`src/design/msrc_pkg.sv`:
```
package msrc_pkg;

  typedef logic signed [14:0] speed_t;
  typedef logic [6:0]         pct_t;
  typedef logic [9:0]         ms_t;

  // One tick after the input register: conditioned target, time and stop flag.
  typedef struct packed {
    speed_t target;
    ms_t    elapsed;
    logic   stop;
  } tick_t;

  localparam speed_t FWD_SHUTOFF = 15'sd1500;
  localparam speed_t BWD_SHUTOFF = 15'sd1000;
  localparam speed_t STEP_UP     = 15'sd50;
  localparam speed_t FAST_ABOVE  = 15'sd5000;

  localparam ms_t ELAPSED_MAX = 10'd1000;
  localparam ms_t LED_IDLE    = 10'd1000;
  localparam ms_t LED_STOP    = 10'd200;
  localparam int  LED_MIN     = 20;
  localparam int  LED_SPAN    = 160;

  localparam pct_t PCT_FULL = 7'd100;

  // floor(x / 100) == (x * DIV100_MUL) >> DIV100_SHIFT for x below 43699.
  localparam logic [12:0] DIV100_MUL   = 13'd5243;
  localparam int          DIV100_SHIFT = 19;

  // Register indexes, decoded from paddr[2].
  localparam logic REG_MAX_FWD = 1'b0;
  localparam logic REG_MAX_BWD = 1'b1;

  localparam pct_t MAX_FWD_RESET = 7'd60;
  localparam pct_t MAX_BWD_RESET = 7'd35;

endpackage

```
`src/design/msrc_in_if.sv`:
```
interface msrc_in_if;
  logic       valid;
  logic       ready;
  logic [6:0] forward_pedal;
  logic [6:0] backward_pedal;
  logic [9:0] elapsed_ms;
  logic       stop_request;

  modport source (output valid, forward_pedal, backward_pedal, elapsed_ms, stop_request,
                  input ready);
  modport sink   (input valid, forward_pedal, backward_pedal, elapsed_ms, stop_request,
                  output ready);
endinterface

```
`src/design/msrc_out_if.sv`:
```
interface msrc_out_if #(
  parameter int DUTY_BITS = 10
);
  logic                        valid;
  logic                        ready;
  logic signed [14:0]          speed_now;
  logic        [DUTY_BITS-1:0] fwd_pwm;
  logic        [DUTY_BITS-1:0] bwd_pwm;
  logic        [9:0]           led_half_period;

  modport source (output valid, speed_now, fwd_pwm, bwd_pwm, led_half_period,
                  input ready);
  modport sink   (input valid, speed_now, fwd_pwm, bwd_pwm, led_half_period,
                  output ready);
endinterface

```
`src/design/msrc_target.sv`:
```
module msrc_target import msrc_pkg::*; (
  input  pct_t  max_fwd,
  input  pct_t  max_bwd,
  input  pct_t  fwd_pedal,
  input  pct_t  bwd_pedal,
  input  ms_t   elapsed_ms,
  input  logic  stop_request,
  output tick_t tick
);

  logic        fwd_only;
  logic        bwd_only;
  pct_t        limit;
  pct_t        pedal;
  logic [13:0] prod;
  logic [26:0] scaled;
  logic [7:0]  quot;
  logic [7:0]  mag;
  logic [13:0] tgt_mag;
  speed_t      tgt_pos;

  assign fwd_only = (fwd_pedal != '0) && (bwd_pedal == '0);
  assign bwd_only = (bwd_pedal != '0) && (fwd_pedal == '0);
  assign limit    = fwd_only ? max_fwd : max_bwd;
  assign pedal    = fwd_only ? fwd_pedal : bwd_pedal;

  assign prod   = 14'(limit) * 14'(pedal);
  assign scaled = 27'(prod) * 27'(DIV100_MUL);
  assign quot   = scaled[26:DIV100_SHIFT];

  always_comb begin
    mag = quot;
    if (mag > {1'b0, limit}) begin
      mag = {1'b0, limit};
    end
    if (mag > {1'b0, PCT_FULL}) begin
      mag = {1'b0, PCT_FULL};
    end
  end

  assign tgt_mag = 14'(mag[6:0]) * 14'd100;
  assign tgt_pos = speed_t'({1'b0, tgt_mag});

  always_comb begin
    if (fwd_only) begin
      tick.target = tgt_pos;
    end else if (bwd_only) begin
      tick.target = -tgt_pos;
    end else begin
      tick.target = '0;
    end
    tick.elapsed = (elapsed_ms > ELAPSED_MAX) ? ELAPSED_MAX : elapsed_ms;
    tick.stop    = stop_request;
  end

endmodule

```
`src/design/msrc_step.sv`:
```
module msrc_step import msrc_pkg::*; (
  input  tick_t  tick,
  input  speed_t cur,
  output speed_t next
);

  logic signed [15:0] cur_w;
  logic signed [15:0] tgt_w;
  logic signed [15:0] brake_w;
  logic signed [15:0] n;
  logic        [14:0] mag;
  logic        [12:0] brake;
  logic               fast;

  assign cur_w = 16'(cur);
  assign tgt_w = 16'(tick.target);
  assign mag   = cur[14] ? 15'(-cur) : 15'(cur);
  assign fast  = mag > 15'(FAST_ABOVE);
  // Braking step is elapsed times 8 or 4 hundredths of a percent.
  assign brake   = fast ? {tick.elapsed, 3'b000} : {1'b0, tick.elapsed, 2'b00};
  assign brake_w = signed'({3'b000, brake});

  always_comb begin
    n = cur_w;
    if (tick.stop) begin
      n = '0;
    end else if (cur_w < tgt_w) begin
      if (cur < 0 && cur > -BWD_SHUTOFF) begin
        n = '0;
      end else if (cur > 0 && cur < FWD_SHUTOFF) begin
        n = 16'(FWD_SHUTOFF);
      end else if (cur < 0) begin
        n = cur_w + brake_w;
      end else begin
        n = cur_w + 16'(STEP_UP);
      end
      if (n > tgt_w) begin
        n = tgt_w;
      end
    end else if (cur_w > tgt_w) begin
      if (cur > 0 && cur < FWD_SHUTOFF) begin
        n = '0;
      end else if (cur < 0 && cur > -BWD_SHUTOFF) begin
        n = -16'(BWD_SHUTOFF);
      end else if (cur > 0) begin
        n = cur_w - brake_w;
      end else begin
        n = cur_w - 16'(STEP_UP);
      end
      if (n < tgt_w) begin
        n = tgt_w;
      end
    end
  end

  // Except on a stop, the clamp keeps the result between the old speed and the target.
  assign next = speed_t'(n[14:0]);

endmodule

```
`src/design/msrc_format.sv`:
```
module msrc_format import msrc_pkg::*; #(
  parameter int DUTY_BITS = 10
) (
  input  speed_t               speed,
  input  logic                 stop,
  output logic [DUTY_BITS-1:0] fwd_duty,
  output logic [DUTY_BITS-1:0] bwd_duty,
  output ms_t                  led
);

  localparam int MAXD = (1 << DUTY_BITS) - 1;

  logic [DUTY_BITS-1:0] duty_rom [128];
  ms_t                  led_rom  [128];
  logic                 neg;
  logic [14:0]          abs_speed;
  logic [27:0]          scaled;
  pct_t                 pct;

  // Constant tables indexed by whole percent; entries above 100 are never read.
  for (genvar gi = 0; gi < 128; gi++) begin : g_rom
    assign duty_rom[gi] = DUTY_BITS'((gi * MAXD + 50) / 100);
    assign led_rom[gi]  = 10'(LED_MIN + ((100 - gi) * LED_SPAN) / 100);
  end

  assign neg       = speed[14];
  assign abs_speed = neg ? 15'(-speed) : 15'(speed);
  assign scaled    = 28'(abs_speed) * 28'(DIV100_MUL);
  assign pct       = scaled[DIV100_SHIFT+6:DIV100_SHIFT];

  assign fwd_duty = (!neg && pct != '0) ? duty_rom[pct] : '0;
  assign bwd_duty = (neg && pct != '0) ? duty_rom[pct] : '0;

  always_comb begin
    if (stop) begin
      led = LED_STOP;
    end else if (pct == '0) begin
      led = LED_IDLE;
    end else begin
      led = led_rom[pct];
    end
  end

endmodule

```
`src/design/motor_speed_ramp_controller_core.sv`:
```
// Motor speed ramp controller.
// Input channel in_ch carries one control tick per word: both pedal positions,
// elapsed milliseconds and a stop request. Output channel out_ch returns one word
// per tick: the new signed speed in hundredths of a percent, the forward and
// backward PWM duties and the status LED half period.
// The two speed limits are set over the APB port (forward at 0x0, backward at
// 0x4) and read back there; they should only change while no tick is in flight.
// The block is a three-stage pipeline: input register with the target computed,
// speed update into the speed register, then duty and LED into the output
// register. An accepted tick passes the input, speed and output registers in
// that order before out_ch.valid rises; one tick is taken every cycle while the
// output is not stalled, and the speed feedback closes within the middle stage.
// All stages move together, so when the receiver holds out_ch.ready low with a
// word waiting, in_ch.ready drops and everything holds in place.
// Reset clears the pipeline, sets the speed to zero and loads the limits with
// 60 and 35 percent.
module motor_speed_ramp_controller_core import msrc_pkg::*; #(
  parameter int DUTY_BITS = 10
) (
  input  logic        clk,
  input  logic        rst,
  input  logic        psel,
  input  logic        penable,
  input  logic        pwrite,
  input  logic [2:0]  paddr,
  input  logic [31:0] pwdata,
  output logic [31:0] prdata,
  output logic        pready,
  msrc_in_if.sink     in_ch,
  msrc_out_if.source  out_ch
);

  pct_t                 max_fwd;
  pct_t                 max_bwd;
  logic                 advance;
  tick_t                tick_in;
  tick_t                s1_tick;
  logic                 s1_valid;
  logic                 s2_valid;
  logic                 s2_stop;
  speed_t               speed_store;
  speed_t               speed_next;
  logic [DUTY_BITS-1:0] fwd_duty;
  logic [DUTY_BITS-1:0] bwd_duty;
  ms_t                  led;
  logic                 out_valid;
  speed_t               out_speed;
  logic [DUTY_BITS-1:0] out_fwd;
  logic [DUTY_BITS-1:0] out_bwd;
  ms_t                  out_led;

  assign pready = 1'b1;

  always_ff @(posedge clk) begin
    if (rst) begin
      max_fwd <= MAX_FWD_RESET;
      max_bwd <= MAX_BWD_RESET;
    end else if (psel && penable && pwrite) begin
      case (paddr[2])
        REG_MAX_FWD: max_fwd <= pwdata[6:0];
        REG_MAX_BWD: max_bwd <= pwdata[6:0];
        default: ;
      endcase
    end
  end

  always_comb begin
    case (paddr[2])
      REG_MAX_FWD: prdata = {25'd0, max_fwd};
      REG_MAX_BWD: prdata = {25'd0, max_bwd};
      default:     prdata = '0;
    endcase
  end

  msrc_target u_target (
    .max_fwd      (max_fwd),
    .max_bwd      (max_bwd),
    .fwd_pedal    (in_ch.forward_pedal),
    .bwd_pedal    (in_ch.backward_pedal),
    .elapsed_ms   (in_ch.elapsed_ms),
    .stop_request (in_ch.stop_request),
    .tick         (tick_in)
  );

  msrc_step u_step (
    .tick (s1_tick),
    .cur  (speed_store),
    .next (speed_next)
  );

  // While the middle stage is valid, speed_store holds that word's speed.
  msrc_format #(
    .DUTY_BITS (DUTY_BITS)
  ) u_format (
    .speed    (speed_store),
    .stop     (s2_stop),
    .fwd_duty (fwd_duty),
    .bwd_duty (bwd_duty),
    .led      (led)
  );

  assign advance     = !out_valid || out_ch.ready;
  assign in_ch.ready = advance;

  always_ff @(posedge clk) begin
    if (rst) begin
      s1_valid    <= 1'b0;
      s2_valid    <= 1'b0;
      out_valid   <= 1'b0;
      speed_store <= '0;
    end else if (advance) begin
      s1_valid  <= in_ch.valid;
      s2_valid  <= s1_valid;
      out_valid <= s2_valid;
      if (s1_valid) begin
        speed_store <= speed_next;
      end
    end
  end

  always_ff @(posedge clk) begin
    if (advance) begin
      if (in_ch.valid) begin
        s1_tick <= tick_in;
      end
      if (s1_valid) begin
        s2_stop <= s1_tick.stop;
      end
      if (s2_valid) begin
        out_speed <= speed_store;
        out_fwd   <= fwd_duty;
        out_bwd   <= bwd_duty;
        out_led   <= led;
      end
    end
  end

  assign out_ch.valid           = out_valid;
  assign out_ch.speed_now       = out_speed;
  assign out_ch.fwd_pwm         = out_fwd;
  assign out_ch.bwd_pwm         = out_bwd;
  assign out_ch.led_half_period = out_led;

endmodule

```
`src/flat_wrapper.sv`:
```
// flat-port wrapper written by rule: the top's interface ports become plain ports
module motor_speed_ramp_controller_core_flat import msrc_pkg::*;
#(
  parameter int DUTY_BITS = 10
)
  (clk, rst, psel, penable, pwrite, paddr, pwdata, prdata, pready, in_ch_valid, in_ch_forward_pedal, in_ch_backward_pedal, in_ch_elapsed_ms, in_ch_stop_request, in_ch_ready, out_ch_valid, out_ch_speed_now, out_ch_fwd_pwm, out_ch_bwd_pwm, out_ch_led_half_period, out_ch_ready);
  msrc_in_if in_ch_i ();
  msrc_out_if #(.DUTY_BITS(DUTY_BITS)) out_ch_i ();
  input  logic clk;
  input  logic rst;
  input  logic psel;
  input  logic penable;
  input  logic pwrite;
  input  logic [2:0] paddr;
  input  logic [31:0] pwdata;
  output logic [31:0] prdata;
  output logic pready;
  input wire logic [$bits(in_ch_i.valid)-1:0] in_ch_valid;
  input wire logic [$bits(in_ch_i.forward_pedal)-1:0] in_ch_forward_pedal;
  input wire logic [$bits(in_ch_i.backward_pedal)-1:0] in_ch_backward_pedal;
  input wire logic [$bits(in_ch_i.elapsed_ms)-1:0] in_ch_elapsed_ms;
  input wire logic [$bits(in_ch_i.stop_request)-1:0] in_ch_stop_request;
  output wire logic [$bits(in_ch_i.ready)-1:0] in_ch_ready;
  output wire logic [$bits(out_ch_i.valid)-1:0] out_ch_valid;
  output wire logic [$bits(out_ch_i.speed_now)-1:0] out_ch_speed_now;
  output wire logic [$bits(out_ch_i.fwd_pwm)-1:0] out_ch_fwd_pwm;
  output wire logic [$bits(out_ch_i.bwd_pwm)-1:0] out_ch_bwd_pwm;
  output wire logic [$bits(out_ch_i.led_half_period)-1:0] out_ch_led_half_period;
  input wire logic [$bits(out_ch_i.ready)-1:0] out_ch_ready;
  assign in_ch_i.valid = in_ch_valid;
  assign in_ch_i.forward_pedal = in_ch_forward_pedal;
  assign in_ch_i.backward_pedal = in_ch_backward_pedal;
  assign in_ch_i.elapsed_ms = in_ch_elapsed_ms;
  assign in_ch_i.stop_request = in_ch_stop_request;
  assign in_ch_ready = in_ch_i.ready;
  assign out_ch_valid = out_ch_i.valid;
  assign out_ch_speed_now = out_ch_i.speed_now;
  assign out_ch_fwd_pwm = out_ch_i.fwd_pwm;
  assign out_ch_bwd_pwm = out_ch_i.bwd_pwm;
  assign out_ch_led_half_period = out_ch_i.led_half_period;
  assign out_ch_i.ready = out_ch_ready;
  motor_speed_ramp_controller_core #(.DUTY_BITS(DUTY_BITS)) u_core (.clk(clk), .rst(rst), .psel(psel), .penable(penable), .pwrite(pwrite), .paddr(paddr), .pwdata(pwdata), .prdata(prdata), .pready(pready), .in_ch(in_ch_i), .out_ch(out_ch_i));
endmodule
```
`config.mk`:
```
export PLATFORM = sky130hd
export DESIGN_NAME = motor_speed_ramp_controller_core_flat
export DESIGN_NICKNAME = d
export VERILOG_FILES = /design/src/design/msrc_pkg.sv /design/src/design/msrc_in_if.sv /design/src/design/msrc_out_if.sv /design/src/design/msrc_target.sv /design/src/design/msrc_step.sv /design/src/design/msrc_format.sv /design/src/design/motor_speed_ramp_controller_core.sv /design/src/flat_wrapper.sv
export SDC_FILE = /design/constraint.sdc
export NUM_CORES = 1
export LEC_CHECK = 0
export ABC_AREA = 1
export BUFFER_PORTS_ARGS = -buffer_cell sky130_fd_sc_hd__buf_2
export CAP_MARGIN = 20
export CORE_MARGIN = 2
export CORE_UTILIZATION = 46
export DETAILED_ROUTE_END_ITERATION = 7
export SLEW_MARGIN = 40
export SYNTH_ARGS = -nofsm -noshare
export SYNTH_HDL_FRONTEND = slang
export SYNTH_HIERARCHICAL = 1
export SYNTH_SLANG_ARGS = --single-unit
```
`constraint.sdc`:
```
create_clock -name clk -period 20.5 [get_ports clk]
set_input_delay 4.1 -clock clk [delete_from_list [all_inputs] [get_ports clk]]
set_output_delay 4.1 -clock clk [all_outputs]
set_load 0.03 [all_outputs]
```
==> out/qor.yml, run 1 <==
status: "finished clean"
dp_cells: 3815
die_area_sq_um: 50000
synth-simple-area-share: 0.292
critical_path.max_fanout: 21
critPathKind: "in -> reg"
synth_edf_count: 72
met3_usage: 0.0282
final_cell_mix: "nand2_1, inv_1, ha_1"
clockRootBuffer: "clkbuf_16"
globalplace.congestion: 0.946
finalHoldViolCount: 0
clock.fmax_ghz: 0.0529
fillCellCount: 4932
io_buffers: 93
vias: 20700
routed_wl_um: 63700
initialDrtViolationCount: 1766
cpMostUsedCell: "nand2_1"
stdcell_count: 3831
grt.busiest_layer: "met2"
hold_end: "u_core/s2_valid"
ant_nets: 0
antennaDiodeCount: 0
required_ps: 20630
end_kind: "register"
clk_latency_ps: 390
mostFrequentLayoutCell: "nand2_1"
die_h_um: 224
cts_buffers: 9
grt_util_met2: 0.427
finalSetupTns_ps: 0
dp.final_hpwl_um: 51000
grt_pass1_vias: 19800
hold_path_startpoint: "u_core/s2_valid"
stdcell_area_sq_um: 23300
muxShareOfSynthArea: 0.00135
ff2ff_setup_slack_ps: 6170
initial_core_util: 0.466
yosys_register_bits: 104
async_reset_ff_frac: 0
grt_overflow: 0
max_stage_delay_ps: 640
synth_cell_types: 68
nets: 3757
yosysWarnings: 6
hold_slack_ps: 481
timing.rr.end: "u_core/s1_tick[24]"
die_x_um: 224
syn_to_final_growth_pct: 4.91
setup_violations: 0
r2r_cells: 68
syn_avg_cell_area_sq_um: 6.98
drc_errors: 0
hold_depth: 2
routedWlPerCell_um: 16.6
maxCapViolCount: 0
min_period_ps: 18900
ctsHoldBuffers: 0
via_per_inst: 5.39
cts_resized: 0
drtPass1Iterations: 7
synth_flop_cell: "edfxtp_1"
worst-slew-pin-transition_ps: 851
std_cell_rows: 80
cp.arrival_ps: 19030
yosysSeqAreaShare: 0.126
synthCells: 3179
coreArea_sq_um: 47600
synthAdderAreaFrac: 0.319
placed_cell_area_sq_um: 22900
synthXorXnorAreaFrac: 0.0308
postCtsSetupRepairBufs: 0
layout-drive-gt1-share: 0.0855
htreeDepth: 3
grt_setup_unrepaired: "false"
regArea_sq_um: 2810
slowest_stage: "xor2_1"
hp-class: "reg -> reg"
finClkSkew_ps: 19.1
slew_viol_final: 0
grt_start_max_net_pins: 63
grt_pass1_wl_um: 103000
antenna_found_initial: 0
multiInputGateArea_sq_um: 16700
slew-limit-headroom: 0.432
grt.total_usage: 0.257
clk_path_buf_depth: 2
syn_area_sq_um: 22200
fin_crit_sh: 0.922
io_pins: 147
synth_top_family_by_area: "adder cells"
clk_pin_slew_ps: 80
grt_util_met1: 0.355
synth_compound_area_frac: 0.102
cts.sinks: 104
start_kind: "input port"
cts_tree: "yes"
rr_startpoint: "u_core/max_fwd[4]"
==> sequential cells by signal, indices dropped and copies added (netlist names) <==
name                           flops
u_core/s1_tick                    26
u_core/s1_valid                    1
u_core/out_ch.bwd_pwm             10
u_core/speed_store                15
u_core/out_ch.valid                1
u_core/max_bwd                     7
u_core/s2_stop                     1
u_core/s2_valid                    1
u_core/max_fwd                     7
u_core/out_ch.led_half_period     10
u_core/out_ch.speed_now           15
u_core/out_ch.fwd_pwm             10
==> worst max-delay path: cells and delay by family <==
family	cells	cell delay, ps
xor gates and xnor gates	2	850
AOI/OAI and AO/OA	14	2690
and+or+nand+nor	29	3550
buffers and inverters	15	1540
adders and majority gates	15	6220
==> cell families (layout without fill, tap and decap cells) <==
family | after synthesis | after routing
adder cells (fa/ha/maj) | 479 | 479
XOR/XNOR | 75 | 75
AO/OA/AOI/OAI | 396 | 396
AND/OR/NAND/NOR | 1440 | 1440
flip-flops | 104 | 104
multiplexers | 3 | 3
other | 3 | 28
buffers and inverters | 679 | 691
==> area by class of cell <==
| type | instances | area share |
|---|---|---|
| multi-input cells | 2421 | 0.716 |
| flip-flops and latches | 104 | 0.120 |
| well taps | 615 | 0.0330 |
| inverters | 572 | 0.0927 |
| clock buffers | 11 | 0.0118 |
| repair buffers | 103 | 0.0232 |
| clock inverters | 5 | 0.00231 |
==> cell usage after synthesis (7+ instances only) <==
library cell  count  area [sq um]
dfxtp_1          32           641
buf_2            33           165
nand2_1         727          2730
buf_4            38           285
a21o_1           12          90.1
buf_6            15           169
nand3_1         240          1200
nand2_2          29           181
nand3b_1          7          52.6
fa_1            144          2880
xor2_1           62           543
nor2_1          279          1050
o21ai_0          88           440
inv_1           540          2030
a21boi_0          7          52.6
xnor2_1          11          96.3
o21bai_1         18           135
nor2_2           14          87.6
ha_1            335          4190
or2_2            11          68.8
a31oi_1          18           113
nand4_1          43           269
edfxtp_1         72          2160
a21oi_1         172           861
nor4_1            8          50.1
nor3_1           27           135
inv_2            25          93.8
o21ai_1          24           120
clkbuf_1         18          67.6
o31ai_1           9          67.6
nor2_4           11           124
nand2_4          16           180
o211ai_1         11          82.6
a211oi_1         10          75.1
==> worst max-delay path by stage <==
stage / cells after the start / end / from / slack, ps
floorplan: 76 / u_core/s1_tick[24] / in_ch_backward_pedal[3] / 3400
global placement: 75 / u_core/s1_tick[24] / in_ch_forward_pedal[3] / 1460
detailed placement: 75 / u_core/s1_tick[24] / in_ch_forward_pedal[3] / 1250
CTS: 75 / u_core/s1_tick[24] / in_ch_forward_pedal[3] / 1620
global route: 71 / u_core/s1_tick[24] / in_ch_forward_pedal[3] / 170
finish: 75 / u_core/s1_tick[24] / in_ch_forward_pedal[3] / 1600
==> per-layer routing <==
metal	wire, um	vias to the layer above
met1	29300	9694
met5	0	-
met3	3660	88
met2	29100	647
li1	-	10200
met4	1510	0
==> per-stage QoR <==
stage          worst slack, ps  utilization
2_1_floorplan             3400            -
3_3_place_gp              1460        0.481
3_5_place_dp              1250        0.481
4_1_cts                   1620        0.488
5_1_grt                    170        0.489
6_report                  1600        0.489
Power of run 1 is not shown: default switching activity piles up to over one toggle a cycle in this logic, so the estimate is an artifact.
==> run 2: changes to the inputs <==
--- a/config.mk
+++ b/config.mk
@@ -8,7 +8,6 @@
 export ABC_AREA = 1
 export BUFFER_PORTS_ARGS = -buffer_cell sky130_fd_sc_hd__buf_2
 export CAP_MARGIN = 20
-export CORE_MARGIN = 2
 export CORE_UTILIZATION = 46
 export DETAILED_ROUTE_END_ITERATION = 7
 export SLEW_MARGIN = 40
==> out/qor.yml, run 2 (synthesized netlist as in run 1, its figures left out) <==
die_h_um: 222  # -0.89%
cts_resized: 0  # unchanged
cts.sinks: 104  # unchanged
io_buffers: 93  # unchanged
top_register: "u_core/s1_tick"
cp.arrival_ps: 19050  # +20 ps
status: "complete, but fails checks"
largest_reg_flops: 26  # unchanged
clock.fmax_ghz: 0.0528  # -0.14%
final_cell_mix: "nand2_1, inv_1, ha_1"
hp-class: "reg -> reg"
grt_pass1_vias: 20000  # +0.81%
fin_crit_sh: 0.923  # +0.00127
initial_core_util: 0.466  # unchanged
ant_nets: 0  # unchanged
clockRootBuffer: "clkbuf_16"
die_area_sq_um: 49100  # -1.8%
initialDrtViolationCount: 1828  # +3.5%
grt_pass1_wl_um: 103000  # -0.13%
clk_pin_slew_ps: 80  # about the same
pre_cts_ws_ps: 1270  # +22.8 ps
globalplace.congestion: 0.976  # +3.1%
grt.total_usage: 0.259  # +0.00153
routed_wl_um: 63000  # -1.0%
clk_path_buf_depth: 2  # unchanged
antenna_found_initial: 0  # unchanged
htreeDepth: 3  # unchanged
slew-limit-headroom: 0.421  # -0.0109
antennaDiodeCount: 0  # unchanged
drc_errors: 1  # +1
cts_tree: "yes"
violations: "DRC"
coreArea_sq_um: 47600  # unchanged
std_cell_rows: 80  # unchanged
start_kind: "input port"
io_pins: 147  # unchanged
syn_to_final_growth_pct: 4.81  # about the same
setup_slack_ps: 1570  # -26.1 ps
stdcell_count: 3832  # +0.026%
setup_violations: 0  # unchanged
grt_overflow: 0  # unchanged
max_stage_delay_ps: 680  # +40 ps
cpMostUsedCell: "nand2_1"
layout-drive-gt1-share: 0.0855  # about the same
required_ps: 20620  # about the same
end_kind: "register"
grt_setup_unrepaired: "false"
slew_viol_final: 0  # unchanged
stdcell_area_sq_um: 23300  # about the same
via_per_inst: 5.36  # -0.60%
critPathKind: "in -> reg"
clk_latency_ps: 380  # about the same
routedWlPerCell_um: 16.4  # -1.0%
placed_cell_area_sq_um: 22900  # about the same
multiInputGateArea_sq_um: 16700  # about the same
regArea_sq_um: 2810  # unchanged
die_x_um: 222  # -0.89%
finalSetupTns_ps: 0  # unchanged
ctsHoldBuffers: 0  # unchanged
dp.final_hpwl_um: 50300  # -1.4%
drtPass1Iterations: 8  # +1
dp_cells: 3816  # +0.026%
postCtsSetupRepairBufs: 0  # unchanged
grt_start_max_net_pins: 63  # unchanged
maxCapViolCount: 0  # unchanged
critical_path.max_fanout: 21  # unchanged
cts_buffers: 9  # unchanged
mostFrequentLayoutCell: "nand2_1"
finClkSkew_ps: 18.7  # -0.371 ps
slowest_stage: "xor2_1"
finalHoldViolCount: 0  # unchanged
fillCellCount: 4849  # -1.7%
worst-slew-pin-transition_ps: 845  # -6.67 ps
min_period_ps: 18930  # +26.1 ps
nets: 3758  # +0.027%
vias: 20500  # -0.57%
-- run 2: changes by cell type in the layout (fill, tap and decap cells not counted) --
cell / before / now
buf_4: 10 / 11
clkbuf_16: 11 / 9
clkbuf_8: 0 / 1
clkinv_4: 1 / 4
inv_6: 2 / 0
o21ai_1: 26 / 24
o21ai_0: 86 / 88
xor2_2: 2 / 1
xor2_1: 60 / 61
clkinv_8: 1 / 2
inv_8: 1 / 0
-- run 2: cell type report --
cell class,count,area share
Timing Repair Buffer,104,0.0236
Multi-Input combinational cell,2421,0.717
Clock buffer,10,0.0103
Tap cell,615,0.0331
Clock inverter,6,0.00290
Sequential cell,104,0.121
Inverter,572,0.0928
-- run 2: final timing paths --
path                               start                 end  slack, ps  cells past startpoint
setup / recovery  in_ch_forward_pedal[3]  u_core/s1_tick[24]       1570                     75
hold / removal           u_core/s2_valid     u_core/s2_valid        480                      2
setup reg to reg       u_core/max_fwd[4]  u_core/s1_tick[24]       6150                     69
hold reg to reg          u_core/s2_valid     u_core/s2_valid        480                      2
-- run 2: layer usage --
metal	global-route usage	vias to the layer above	wire length, um
met4	0.0587	0	1160
li1	-	10200	-
met5	0	-	0
met3	0.0310	81	3480
met1	0.353	9576	29200
met2	0.436	659	29200
-- run 2: critical path: cells and delay by family --
family	cells	cell delay, ps
adders and majority gates	15	6240
and+or+nand+nor	32	3920
AOI/OAI and AO/OA	10	2090
buffers and inverters	16	1650
xor gates and xnor gates	2	1030
-- run 2: per-stage QoR --
step	hold WS, ps	utilization
finish	477	0.488
global route	496	0.488
CTS	475	0.488
detailed placement	463	0.482
global placement	451	0.481
floorplan	433	-
Power of run 2 is left out for the same reason.
